<file path="config.mk">
export PLATFORM = sky130hd
export DESIGN_NAME = feedback_queue_scheduler
export DESIGN_NICKNAME = d
export VERILOG_FILES = /design/src/design/fqs_pkg.sv /design/src/design/fqs_front.sv /design/src/design/fqs_back.sv /design/src/design/feedback_queue_scheduler.sv
export VERILOG_INCLUDE_DIRS = /design/src /design/src/design
export SDC_FILE = /design/constraint.sdc
export NUM_CORES = 1
export LEC_CHECK = 0
export BUFFER_PORTS_ARGS = -buffer_cell sky130_fd_sc_hd__buf_2
export CORE_ASPECT_RATIO = 1.5
export CORE_UTILIZATION = 45
export CTS_CLUSTER_DIAMETER = 40
export DETAILED_ROUTE_END_ITERATION = 12
export MAX_ROUTING_LAYER = met4
export PLACE_DENSITY = 0.64
export SYNTH_ARGS = -nofsm -noshare
export SYNTH_HDL_FRONTEND = slang
export SYNTH_SLANG_ARGS = --single-unit
export TNS_END_PERCENT = 20
</file>
<file path="constraint.sdc">
create_clock -name clk -period 3.5 [get_ports clk]
set_input_delay 0.175 -clock clk [delete_from_list [all_inputs] [get_ports clk]]
set_output_delay 0.175 -clock clk [all_outputs]
set_load 0.01 [all_outputs]
</file>
<file path="src/design/assert_macros.svh">
// Assertion macros shared by the scheduler RTL.
`ifndef ASSERT_MACROS_SVH
`define ASSERT_MACROS_SVH

`ifndef ASSERT_OFF

`define FQS_ASSERT(lbl, clk, rstn, prop, msg) \
  lbl: assert property (@(posedge clk) disable iff (!rstn) prop) else $error(msg);

`define FQS_ASSERT_NEVER(lbl, clk, rstn, cond, msg) \
  lbl: assert property (@(posedge clk) disable iff (!rstn) !(cond)) else $error(msg);

`else

`define FQS_ASSERT(lbl, clk, rstn, prop, msg)

`define FQS_ASSERT_NEVER(lbl, clk, rstn, cond, msg)

`endif

`endif

</file>
<file path="src/design/fqs_pkg.sv">
`timescale 1ns / 1ps

package fqs_pkg;

  localparam int NPROC_DEF  = 16;
  localparam int LEVELS_DEF = 8;
  localparam int QDEPTH     = 2;
  localparam int SVC_W      = 10;
  localparam int TIME_W     = 16;
  localparam int OUT_SLOT_W = 4;
  localparam int OUT_LVL_W  = 3;

  localparam logic MODE_ARRIVE = 1'b0;
  localparam logic MODE_TICK   = 1'b1;

  typedef struct packed {
    logic             mode;
    logic [SVC_W-1:0] svc;
  } item_t;

  typedef struct packed {
    logic  valid;
    item_t item;
  } head_t;

  typedef enum logic [1:0] {
    B_IDLE,
    B_SCAN,
    B_LAST,
    B_RUN
  } back_state_t;

endpackage

</file>
<file path="src/design/fqs_front.sv">
`timescale 1ns / 1ps
`include "assert_macros.svh"

module fqs_front (
  input  logic                          clk,
  input  logic                          rst_n,
  input  logic                          start,
  input  logic                          in_mode,
  input  logic [fqs_pkg::SVC_W-1:0]     in_service_time,
  output logic                          busy,
  input  logic                          pop,
  output fqs_pkg::head_t                head
);

  localparam int QD    = fqs_pkg::QDEPTH;
  localparam int PTR_W = (QD > 1) ? $clog2(QD) : 1;
  localparam int CNT_W = $clog2(QD + 1);

  fqs_pkg::item_t     q_r [QD];
  logic [PTR_W-1:0]   wr_ptr_r, wr_ptr_nxt;
  logic [PTR_W-1:0]   rd_ptr_r, rd_ptr_nxt;
  logic [CNT_W-1:0]   count_r, count_nxt;
  logic               push;
  fqs_pkg::item_t     new_item;

  assign busy = (count_r == CNT_W'(QD));
  assign push = start && !busy;

  always_comb begin
    new_item.mode = (in_mode == fqs_pkg::MODE_TICK) ? fqs_pkg::MODE_TICK
                                                    : fqs_pkg::MODE_ARRIVE;
    new_item.svc  = in_service_time;
  end

  assign head.valid = (count_r != '0);
  assign head.item  = q_r[rd_ptr_r];

  always_comb begin
    wr_ptr_nxt = wr_ptr_r;
    rd_ptr_nxt = rd_ptr_r;
    count_nxt  = count_r;
    if (push) begin
      wr_ptr_nxt = (wr_ptr_r == PTR_W'(QD - 1)) ? '0 : wr_ptr_r + PTR_W'(1);
    end
    if (pop) begin
      rd_ptr_nxt = (rd_ptr_r == PTR_W'(QD - 1)) ? '0 : rd_ptr_r + PTR_W'(1);
    end
    if (push && !pop) begin
      count_nxt = count_r + CNT_W'(1);
    end else if (pop && !push) begin
      count_nxt = count_r - CNT_W'(1);
    end
  end

  always_ff @(posedge clk) begin
    if (!rst_n) begin
      wr_ptr_r <= '0;
      rd_ptr_r <= '0;
      count_r  <= '0;
    end else begin
      wr_ptr_r <= wr_ptr_nxt;
      rd_ptr_r <= rd_ptr_nxt;
      count_r  <= count_nxt;
    end
  end

  always_ff @(posedge clk) begin
    if (push) begin
      q_r[wr_ptr_r] <= new_item;
    end
  end

  `FQS_ASSERT_NEVER(a_pop_empty, clk, rst_n, pop && (count_r == '0), "pop from empty queue")
  `FQS_ASSERT_NEVER(a_count_ovf, clk, rst_n, count_r > CNT_W'(QD), "queue count overflow")

endmodule

</file>
<file path="src/design/fqs_back.sv">
`timescale 1ns / 1ps
`include "assert_macros.svh"

module fqs_back #(
  parameter int NPROC  = fqs_pkg::NPROC_DEF,
  parameter int LEVELS = fqs_pkg::LEVELS_DEF
) (
  input  logic                              clk,
  input  logic                              rst_n,
  input  logic                              cfg_we,
  input  logic                              cfg_doubling,
  input  fqs_pkg::head_t                    head,
  output logic                              pop,
  output logic                              out_valid,
  output logic [fqs_pkg::OUT_SLOT_W-1:0]    out_slot,
  output logic                              out_accepted,
  output logic                              out_done_res,
  output logic [fqs_pkg::TIME_W-1:0]        out_finish_time,
  output logic [fqs_pkg::OUT_LVL_W-1:0]     out_level
);

  localparam int SLOT_W = $clog2(NPROC);
  localparam int LVL_W  = $clog2(LEVELS);
  localparam int SL_W   = LEVELS;
  localparam int NF_W   = $clog2(NPROC + 1);
  localparam int SVC_W  = fqs_pkg::SVC_W;
  localparam int TW     = fqs_pkg::TIME_W;
  localparam int OSW    = fqs_pkg::OUT_SLOT_W;
  localparam int OLW    = fqs_pkg::OUT_LVL_W;

  typedef struct packed {
    logic [SVC_W-1:0] rem;
    logic [LVL_W-1:0] lvl;
  } entry_t;

  fqs_pkg::back_state_t state_r, state_nxt;

  entry_t             mem_r [NPROC];
  entry_t             mem_rd_r;
  logic               mem_we;
  logic [SLOT_W-1:0]  mem_wa;
  entry_t             mem_wd;

  logic               doubling_r, doubling_nxt;
  logic [NPROC-1:0]   waiting_r, waiting_nxt;
  logic               held_valid_r, held_valid_nxt;
  logic [SLOT_W-1:0]  held_slot_r, held_slot_nxt;
  logic [SVC_W-1:0]   held_rem_r, held_rem_nxt;
  logic [LVL_W-1:0]   held_lvl_r, held_lvl_nxt;
  logic [SL_W-1:0]    slice_r, slice_nxt;
  logic [TW-1:0]      now_r, now_nxt;
  logic [NF_W-1:0]    next_free_r, next_free_nxt;
  logic [SLOT_W-1:0]  scan_idx_r, scan_idx_nxt;
  logic               cmp_vld_r, cmp_vld_nxt;
  logic [SLOT_W-1:0]  cmp_idx_r, cmp_idx_nxt;
  logic               found_r, found_nxt;
  logic [SLOT_W-1:0]  best_slot_r, best_slot_nxt;
  logic [SVC_W-1:0]   best_rem_r, best_rem_nxt;
  logic [LVL_W-1:0]   best_lvl_r, best_lvl_nxt;

  logic               out_valid_r, out_valid_nxt;
  logic [OSW-1:0]     out_slot_r, out_slot_nxt;
  logic               out_acc_r, out_acc_nxt;
  logic               out_done_r, out_done_nxt;
  logic [TW-1:0]      out_fin_r, out_fin_nxt;
  logic [OLW-1:0]     out_lvl_r, out_lvl_nxt;

  logic               do_arrive, do_tick, do_scan, do_run;
  logic [SLOT_W-1:0]  arr_slot;
  logic               dispatch, runs;
  logic [SLOT_W-1:0]  cur_slot;
  logic [SVC_W-1:0]   cur_rem, rem_dec;
  logic [LVL_W-1:0]   cur_lvl, req_lvl;
  logic [SL_W-1:0]    cur_slice, slice_dec;
  logic [TW-1:0]      now_inc;

  always_comb begin
    state_nxt = state_r;
    unique case (state_r)
      fqs_pkg::B_IDLE: begin
        if (head.valid && head.item.mode == fqs_pkg::MODE_TICK) begin
          state_nxt = (held_valid_r && slice_r != '0) ? fqs_pkg::B_RUN : fqs_pkg::B_SCAN;
        end
      end
      fqs_pkg::B_SCAN: begin
        if (scan_idx_r == SLOT_W'(NPROC - 1)) begin
          state_nxt = fqs_pkg::B_LAST;
        end
      end
      fqs_pkg::B_LAST: begin
        state_nxt = fqs_pkg::B_RUN;
      end
      fqs_pkg::B_RUN: begin
        state_nxt = fqs_pkg::B_IDLE;
      end
    endcase
  end

  always_comb begin
    pop       = (state_r == fqs_pkg::B_IDLE) && head.valid;
    do_arrive = pop && (head.item.mode == fqs_pkg::MODE_ARRIVE);
    do_tick   = pop && (head.item.mode == fqs_pkg::MODE_TICK);
    do_scan   = (state_r == fqs_pkg::B_SCAN);
    do_run    = (state_r == fqs_pkg::B_RUN);
  end

  assign arr_slot  = next_free_r[SLOT_W-1:0];
  assign dispatch  = !held_valid_r && found_r;
  assign runs      = held_valid_r || found_r;
  assign cur_slot  = dispatch ? best_slot_r : held_slot_r;
  assign cur_rem   = dispatch ? best_rem_r : held_rem_r;
  assign cur_lvl   = dispatch ? best_lvl_r : held_lvl_r;
  assign cur_slice = dispatch ? (doubling_r ? (SL_W'(1) << best_lvl_r) : SL_W'(1)) : slice_r;
  assign rem_dec   = (cur_rem != '0) ? cur_rem - SVC_W'(1) : cur_rem;
  assign slice_dec = (cur_slice != '0) ? cur_slice - SL_W'(1) : cur_slice;
  assign now_inc   = now_r + TW'(1);
  assign req_lvl   = ((|waiting_r) && held_lvl_r < LVL_W'(LEVELS - 1))
                     ? held_lvl_r + LVL_W'(1) : held_lvl_r;

  always_comb begin
    doubling_nxt   = doubling_r;
    waiting_nxt    = waiting_r;
    held_valid_nxt = held_valid_r;
    held_slot_nxt  = held_slot_r;
    held_rem_nxt   = held_rem_r;
    held_lvl_nxt   = held_lvl_r;
    slice_nxt      = slice_r;
    now_nxt        = now_r;
    next_free_nxt  = next_free_r;
    scan_idx_nxt   = scan_idx_r;
    cmp_vld_nxt    = do_scan;
    cmp_idx_nxt    = scan_idx_r;
    found_nxt      = found_r;
    best_slot_nxt  = best_slot_r;
    best_rem_nxt   = best_rem_r;
    best_lvl_nxt   = best_lvl_r;
    mem_we         = 1'b0;
    mem_wa         = arr_slot;
    mem_wd         = '{rem: head.item.svc, lvl: '0};
    out_valid_nxt  = 1'b0;
    out_slot_nxt   = '0;
    out_acc_nxt    = 1'b0;
    out_done_nxt   = 1'b0;
    out_fin_nxt    = '0;
    out_lvl_nxt    = '0;

    if (cfg_we) begin
      doubling_nxt = cfg_doubling;
    end

    if (do_arrive) begin
      out_valid_nxt = 1'b1;
      if (next_free_r < NF_W'(NPROC)) begin
        mem_we                = 1'b1;
        waiting_nxt[arr_slot] = (head.item.svc != '0);
        next_free_nxt         = next_free_r + NF_W'(1);
        out_slot_nxt          = OSW'(arr_slot);
        out_acc_nxt           = 1'b1;
        out_done_nxt          = (head.item.svc == '0);
        out_fin_nxt           = (head.item.svc == '0) ? now_r : '0;
      end
    end

    if (do_tick) begin
      scan_idx_nxt = '0;
      found_nxt    = 1'b0;
      if (held_valid_r && slice_r == '0) begin
        mem_we                   = 1'b1;
        mem_wa                   = held_slot_r;
        mem_wd                   = '{rem: held_rem_r, lvl: req_lvl};
        waiting_nxt[held_slot_r] = 1'b1;
        held_valid_nxt           = 1'b0;
      end
    end

    if (do_scan) begin
      scan_idx_nxt = scan_idx_r + SLOT_W'(1);
    end

    if (cmp_vld_r && waiting_r[cmp_idx_r] && (!found_r || mem_rd_r.lvl < best_lvl_r)) begin
      found_nxt     = 1'b1;
      best_slot_nxt = cmp_idx_r;
      best_rem_nxt  = mem_rd_r.rem;
      best_lvl_nxt  = mem_rd_r.lvl;
    end

    if (do_run) begin
      now_nxt       = now_inc;
      out_valid_nxt = 1'b1;
      if (runs) begin
        if (dispatch) begin
          waiting_nxt[best_slot_r] = 1'b0;
        end
        held_slot_nxt  = cur_slot;
        held_rem_nxt   = rem_dec;
        held_lvl_nxt   = cur_lvl;
        slice_nxt      = slice_dec;
        held_valid_nxt = (rem_dec != '0);
        out_slot_nxt   = OSW'(cur_slot);
        out_acc_nxt    = 1'b1;
        out_done_nxt   = (rem_dec == '0);
        out_fin_nxt    = (rem_dec == '0) ? now_inc : '0;
        out_lvl_nxt    = OLW'(cur_lvl);
      end
    end
  end

  always_ff @(posedge clk) begin
    if (!rst_n) begin
      state_r      <= fqs_pkg::B_IDLE;
      doubling_r   <= 1'b0;
      waiting_r    <= '0;
      held_valid_r <= 1'b0;
      held_slot_r  <= '0;
      slice_r      <= '0;
      now_r        <= '0;
      next_free_r  <= '0;
      cmp_vld_r    <= 1'b0;
      found_r      <= 1'b0;
      out_valid_r  <= 1'b0;
    end else begin
      state_r      <= state_nxt;
      doubling_r   <= doubling_nxt;
      waiting_r    <= waiting_nxt;
      held_valid_r <= held_valid_nxt;
      held_slot_r  <= held_slot_nxt;
      slice_r      <= slice_nxt;
      now_r        <= now_nxt;
      next_free_r  <= next_free_nxt;
      cmp_vld_r    <= cmp_vld_nxt;
      found_r      <= found_nxt;
      out_valid_r  <= out_valid_nxt;
    end
  end

  always_ff @(posedge clk) begin
    held_rem_r  <= held_rem_nxt;
    held_lvl_r  <= held_lvl_nxt;
    scan_idx_r  <= scan_idx_nxt;
    cmp_idx_r   <= cmp_idx_nxt;
    best_slot_r <= best_slot_nxt;
    best_rem_r  <= best_rem_nxt;
    best_lvl_r  <= best_lvl_nxt;
    out_slot_r  <= out_slot_nxt;
    out_acc_r   <= out_acc_nxt;
    out_done_r  <= out_done_nxt;
    out_fin_r   <= out_fin_nxt;
    out_lvl_r   <= out_lvl_nxt;
  end

  always_ff @(posedge clk) begin
    if (mem_we) begin
      mem_r[mem_wa] <= mem_wd;
    end
    mem_rd_r <= mem_r[scan_idx_r];
  end

  assign out_valid       = out_valid_r;
  assign out_slot        = out_slot_r;
  assign out_accepted    = out_acc_r;
  assign out_done_res    = out_done_r;
  assign out_finish_time = out_fin_r;
  assign out_level       = out_lvl_r;

  `FQS_ASSERT(a_held_not_waiting, clk, rst_n, held_valid_r |-> !waiting_r[held_slot_r], "held slot also waiting")
  `FQS_ASSERT(a_scan_unheld, clk, rst_n, (state_r == fqs_pkg::B_SCAN) |-> !held_valid_r, "scan while a process is held")
  `FQS_ASSERT(a_word_source, clk, rst_n, out_valid_r |-> ($past(state_r == fqs_pkg::B_IDLE) || $past(state_r == fqs_pkg::B_RUN)), "result word from wrong state")

endmodule

</file>
<file path="src/design/feedback_queue_scheduler.sv">
// An arrival is queued, popped by the back end in B_IDLE and answered by a registered result
// word; a tick that continues the held slice passes through B_IDLE and B_RUN; a tick that
// must dispatch passes B_IDLE, B_SCAN, B_LAST and B_RUN, scanning at one slot per cycle.
// Throughput: one item per cycle while the back end is in B_IDLE; ticks stall it. A two-word
// queue lets new items be taken while the scheduler works. The receiver cannot stall.
// Reset (rst_n low, synchronous) clears all control state; slot memory is not cleared.
`timescale 1ns / 1ps

module feedback_queue_scheduler #(
  parameter int NPROC  = fqs_pkg::NPROC_DEF,
  parameter int LEVELS = fqs_pkg::LEVELS_DEF
) (
  input  logic                              clk,
  input  logic                              rst_n,
  input  logic                              start,
  output logic                              busy,
  input  logic                              in_mode,
  input  logic [fqs_pkg::SVC_W-1:0]         in_service_time,
  input  logic                              cfg_valid,
  output logic                              cfg_ready,
  input  logic                              cfg_quantum_doubling,
  output logic                              out_valid,
  output logic [fqs_pkg::OUT_SLOT_W-1:0]    out_slot,
  output logic                              out_accepted,
  output logic                              out_done_res,
  output logic [fqs_pkg::TIME_W-1:0]        out_finish_time,
  output logic [fqs_pkg::OUT_LVL_W-1:0]     out_level
);

  fqs_pkg::head_t head;
  logic           pop;
  logic           cfg_we;

  assign cfg_ready = 1'b1;
  assign cfg_we    = cfg_valid && cfg_ready;

  fqs_front u_front (
    .clk             (clk),
    .rst_n           (rst_n),
    .start           (start),
    .in_mode         (in_mode),
    .in_service_time (in_service_time),
    .busy            (busy),
    .pop             (pop),
    .head            (head)
  );

  fqs_back #(
    .NPROC  (NPROC),
    .LEVELS (LEVELS)
  ) u_back (
    .clk             (clk),
    .rst_n           (rst_n),
    .cfg_we          (cfg_we),
    .cfg_doubling    (cfg_quantum_doubling),
    .head            (head),
    .pop             (pop),
    .out_valid       (out_valid),
    .out_slot        (out_slot),
    .out_accepted    (out_accepted),
    .out_done_res    (out_done_res),
    .out_finish_time (out_finish_time),
    .out_level       (out_level)
  );

endmodule
</file>
==> impl_metrics.env <==
export IMPL_status="complete, no violations"
export IMPL_synth_top_area_cell="edfxtp_1"
export IMPL_p_int_mw=8.84
export IMPL_crit_start="u_back.slice_r[6]$_SDFFE_PN0P_"
export IMPL_crit_arrival_ps=3380
export IMPL_detail_route_wl_per_cell_um=21.6
export IMPL_num_vias=9417
export IMPL_clock_sinks=367
export IMPL_grt_pass1_vias=9548
export IMPL_dr_wl_met3_mm=1.54
export IMPL_tightest_slew_ps=1230
export IMPL_rsz0062_at_grt="false"
export IMPL_crit_family="simple AND/OR/NAND/NOR gates"
export IMPL_synth_cell_type_count=66
export IMPL_power_density_mw_per_mm2=669
export IMPL_setup_tns_ps=0
export IMPL_grt_use_total=0.214
export IMPL_clockBufferDepth=3
export IMPL_cp_depth=6
export IMPL_irDropWorstVdd_mv=0.329
export IMPL_dp_hpwl_mm=24.6
export IMPL_clkTransAtPathRegs_ps=60
export IMPL_cts_root_buf="clkbuf_16"
export IMPL_ys_ff_latch=367
export IMPL_wl_met1_mm=13.5
export IMPL_finish_utilization=0.534
export IMPL_antenna_cells=0
export IMPL_r2r_cells=6
export IMPL_critical_path_required_ps=3660
export IMPL_antenna_found_initial=0
export IMPL_finalSetupViolCount=0
export IMPL_die_height_um=229
export IMPL_grt_max_degree=56
export IMPL_endpoint="u_back.mem_r[9][8]$_DFFE_PP_"
export IMPL_syn_inst=1103
export IMPL_numPortBuffers=42
export IMPL_ys_async_sr_fraction=0
export IMPL_max_freq_mhz=311
export IMPL_grt_pass1_wl_mm=55.3
export IMPL_period_share=0.919
export IMPL_hp_class="primary input to flip-flop"
export IMPL_switchingPower_mw=3.17
export IMPL_clock_latency_ps=540
export IMPL_start_util=0.461
export IMPL_crit_type="flip-flop to flip-flop"
export IMPL_syn_nets=1136
export IMPL_vias_per_cell=5.72
export IMPL_leakage_nw=6.20
export IMPL_final_antenna_net_count=0
export IMPL_finalHoldViolCount=0
export IMPL_maxSlewHeadroom=0.178
export IMPL_numCtsBuffers=41
export IMPL_grt_overflow=0
export IMPL_die_area_mm2=0.0352
export IMPL_start_kind="flip-flop"
export IMPL_rr_startpoint="u_back.slice_r[6]$_SDFFE_PN0P_"
export IMPL_dr_pass1_iters=5
export IMPL_syn_area_per_cell_um2=14.1
export IMPL_drcViolationCount=0
export IMPL_routed_wl_mm=35.6
export IMPL_h_tree_depth=2
export IMPL_synth_warnings=0
export IMPL_finalPower_mw=12.0
export IMPL_gp_congestion=0.902
export IMPL_num_rows=82
export IMPL_finalClockSkew_ps=11.0
export IMPL_topRoutingLayerUsed="met4"
export IMPL_final_min_clock_period_ps=3220
export IMPL_area_growth_pct=15.9
export IMPL_maxCapViolCount=0
export IMPL_synth_area_leaders="edfxtp_1, dfxtp_1, mux4_2"
export IMPL_synth_area_mm2=0.0155
export IMPL_crit_path_max_fanout=16
export IMPL_ys_seq_area_frac=0.644
export IMPL_path_buf_inv=1
export IMPL_synth_edf_count=264
export IMPL_synth_ff_type="edfxtp_1"
export IMPL_nNetsFinal=1228
export IMPL_drt_initial_drc_count=686
export IMPL_dieWidth_um=154
export IMPL_crit_path_top_delay_cell="a21oi_1"
export IMPL_cts_tree="built"
export IMPL_layout_drive_gt1_share=0.210
export IMPL_clockPowerShare=0.369
export IMPL_pin_count=44
export IMPL_end_kind="flip-flop"
export IMPL_power_share_sequential=0.457
export IMPL_drv_slew=0
export IMPL_cp_cell_sequence="or4_1 > nor3_1 > nor3b_1 > nand2_1 > buf_4 > a21oi_1"
export IMPL_cpPeakStageDelay_ps=940
export IMPL_r2r_end="u_back.mem_r[9][8]$_DFFE_PP_"
export IMPL_synth_top_area_frac=0.511
export IMPL_p_comb_frac=0.174
export IMPL_p_sw_frac=0.264
export IMPL_core_area_mm2=0.0337
export IMPL_reg2reg_setup_slack_ps=280
export IMPL_wl_met2_mm=19.4
==> cell usage in the layout, fill, tap and decap left out, types with 4 or more instances in the layout <==
cell type / count
a21oi_1: 55
a221oi_1: 4
a22oi_1: 7
a31oi_1: 13
and2_1: 10
and3_1: 11
buf_2: 42
buf_4: 53
bufinv_16: 4
clkbuf_16: 43
clkbuf_8: 4
clkinv_2: 6
dfxtp_1: 103
dlygate4sd3_1: 14
edfxtp_1: 264
ha_1: 17
inv_1: 21
inv_6: 4
inv_8: 4
mux2_2: 6
mux2i_1: 46
mux4_2: 70
nand2_1: 73
nand2b_1: 8
nand3_1: 41
nand3b_1: 7
nand4_1: 15
nor2_1: 97
nor2b_1: 12
nor3_1: 13
nor3b_1: 4
nor4_1: 6
o21ai_0: 33
o22ai_1: 9
or3_1: 12
xnor2_1: 11
xor2_1: 21
==> through the flow <==
step                hold slack, ps  worst slack, ps  area (um2)  instances
detailed placement             367              232       16400       1557
CTS                           7.57              211       18000       1644
finish                        32.0              284       18000       1645
global route                  46.5             71.8       18000       1645
global placement               366              365       16400       1557
floorplan                      274             12.8       15500       1103
==> per-layer routing <==
metal,global-route usage,vias up
li1,-,4389
met1,0.242,4696
met2,0.383,263
met3,0.0314,69
met4,0.0766,0
met5,-,-
==> cells in the mapped netlist, types with 4 or more instances <==
| cell type | number |
|---|---|
| a31oi_1 | 13 |
| nor2b_1 | 13 |
| nor4_1 | 6 |
| nand2b_1 | 8 |
| buf_2 | 5 |
| o21ai_0 | 33 |
| dfxtp_1 | 103 |
| o21ai_1 | 4 |
| nor3b_1 | 5 |
| mux2_2 | 6 |
| nand4_1 | 15 |
| xor2_1 | 21 |
| mux2i_1 | 46 |
| o22ai_1 | 9 |
| xnor2_1 | 11 |
| edfxtp_1 | 264 |
| clkbuf_1 | 45 |
| nor2_1 | 97 |
| a21oi_1 | 55 |
| nand3b_1 | 7 |
| mux4_2 | 70 |
| nand3_1 | 41 |
| buf_1 | 8 |
| nand2_1 | 73 |
| and3_1 | 11 |
| or3_1 | 12 |
| a22oi_1 | 7 |
| nor3_1 | 13 |
| a221oi_1 | 4 |
| inv_1 | 21 |
| ha_1 | 17 |
| and2_1 | 10 |
==> what timing repair did <==
item	CTS	global route
hold buffers	14	0
gates resized for setup	0	1
hold endpoints to repair	25	0
endpoints found under the setup margin	0	7
buffers inserted	0	1
==> worst min-delay path by stage <==
stage / startpoint / to / depth (start not counted)
after floorplan: in_service_time[0] / u_front.q_r[0][0]$_DFFE_PP_ / 0
after global placement: in_service_time[5] / u_front.q_r[0][5]$_DFFE_PP_ / 1
after detailed placement: in_service_time[5] / u_front.q_r[1][5]$_DFFE_PP_ / 1
after CTS: start / u_front.wr_ptr_r$_SDFFE_PN0P_ / 4
after global routing: start / u_front.wr_ptr_r$_SDFFE_PN0P_ / 4
final: start / u_front.wr_ptr_r$_SDFFE_PN0P_ / 4
==> area by class of cell <==
class	instances	area [um2]
fillers	2759	15700
flip-flops and latches	367	9990
multi-input cells	653	5190
clock buffers	50	1140
repair buffers	110	768
well taps	420	526
clock inverters	23	272
inverters	22	82.6
==> sequential cells by signal, indices dropped and copies added, names as in the netlist, 2 cells and up, named ones only <==
| register | count |
|---|---|
| u_back.best_lvl_r | 3 |
| u_back.mem_rd_r | 13 |
| u_back.held_slot_r | 4 |
| u_back.slice_r | 8 |
| u_back.mem_r | 208 |
| u_back.out_level | 3 |
| u_back.waiting_r | 16 |
| u_back.held_rem_r | 10 |
| u_back.out_slot | 4 |
| u_back.state_r | 2 |
| u_back.held_lvl_r | 3 |
| u_front.count_r | 2 |
| u_back.next_free_r | 5 |
| u_front.q_r | 22 |
| u_back.now_r | 16 |
| u_back.out_finish_time | 16 |
| u_back.cmp_idx_nxt | 4 |
| u_back.best_rem_r | 10 |
| u_back.cmp_idx_r | 4 |
| u_back.best_slot_r | 4 |
==> worst min-delay path, delay by kind of cell <==
kind          cells  cell delay (ps)
xor+xnor          1               80
buf+inv           1              110
simple gates      2              170
==> power groups by stage <==
stage                     registers, mW  clock network [mW]  logic (mW)
after global routing               5.53                4.68        2.26
after detailed placement           5.59                   0        2.10
final                              5.49                4.44        2.09
after global placement             5.58                   0        2.08
after floorplan                    5.40                   0        1.54
after CTS                          5.50                4.51        2.12
==> cells by family (layout without fill, tap and decap cells) <==
logic type / after synthesis / after routing / share of synthesized area
flops: 367 / 367 / 0.644
simple gates: 329 / 329 / 0.106
mux: 123 / 123 / 0.137
fa+ha+maj: 17 / 17 / 0.0137
compound gates: 151 / 151 / 0.0587
other cells: 1 / 1 / 0.000242
xor+xnor: 32 / 32 / 0.0181
buf+inv: 83 / 205 / 0.0217
(Power assumes the default switching activity.)
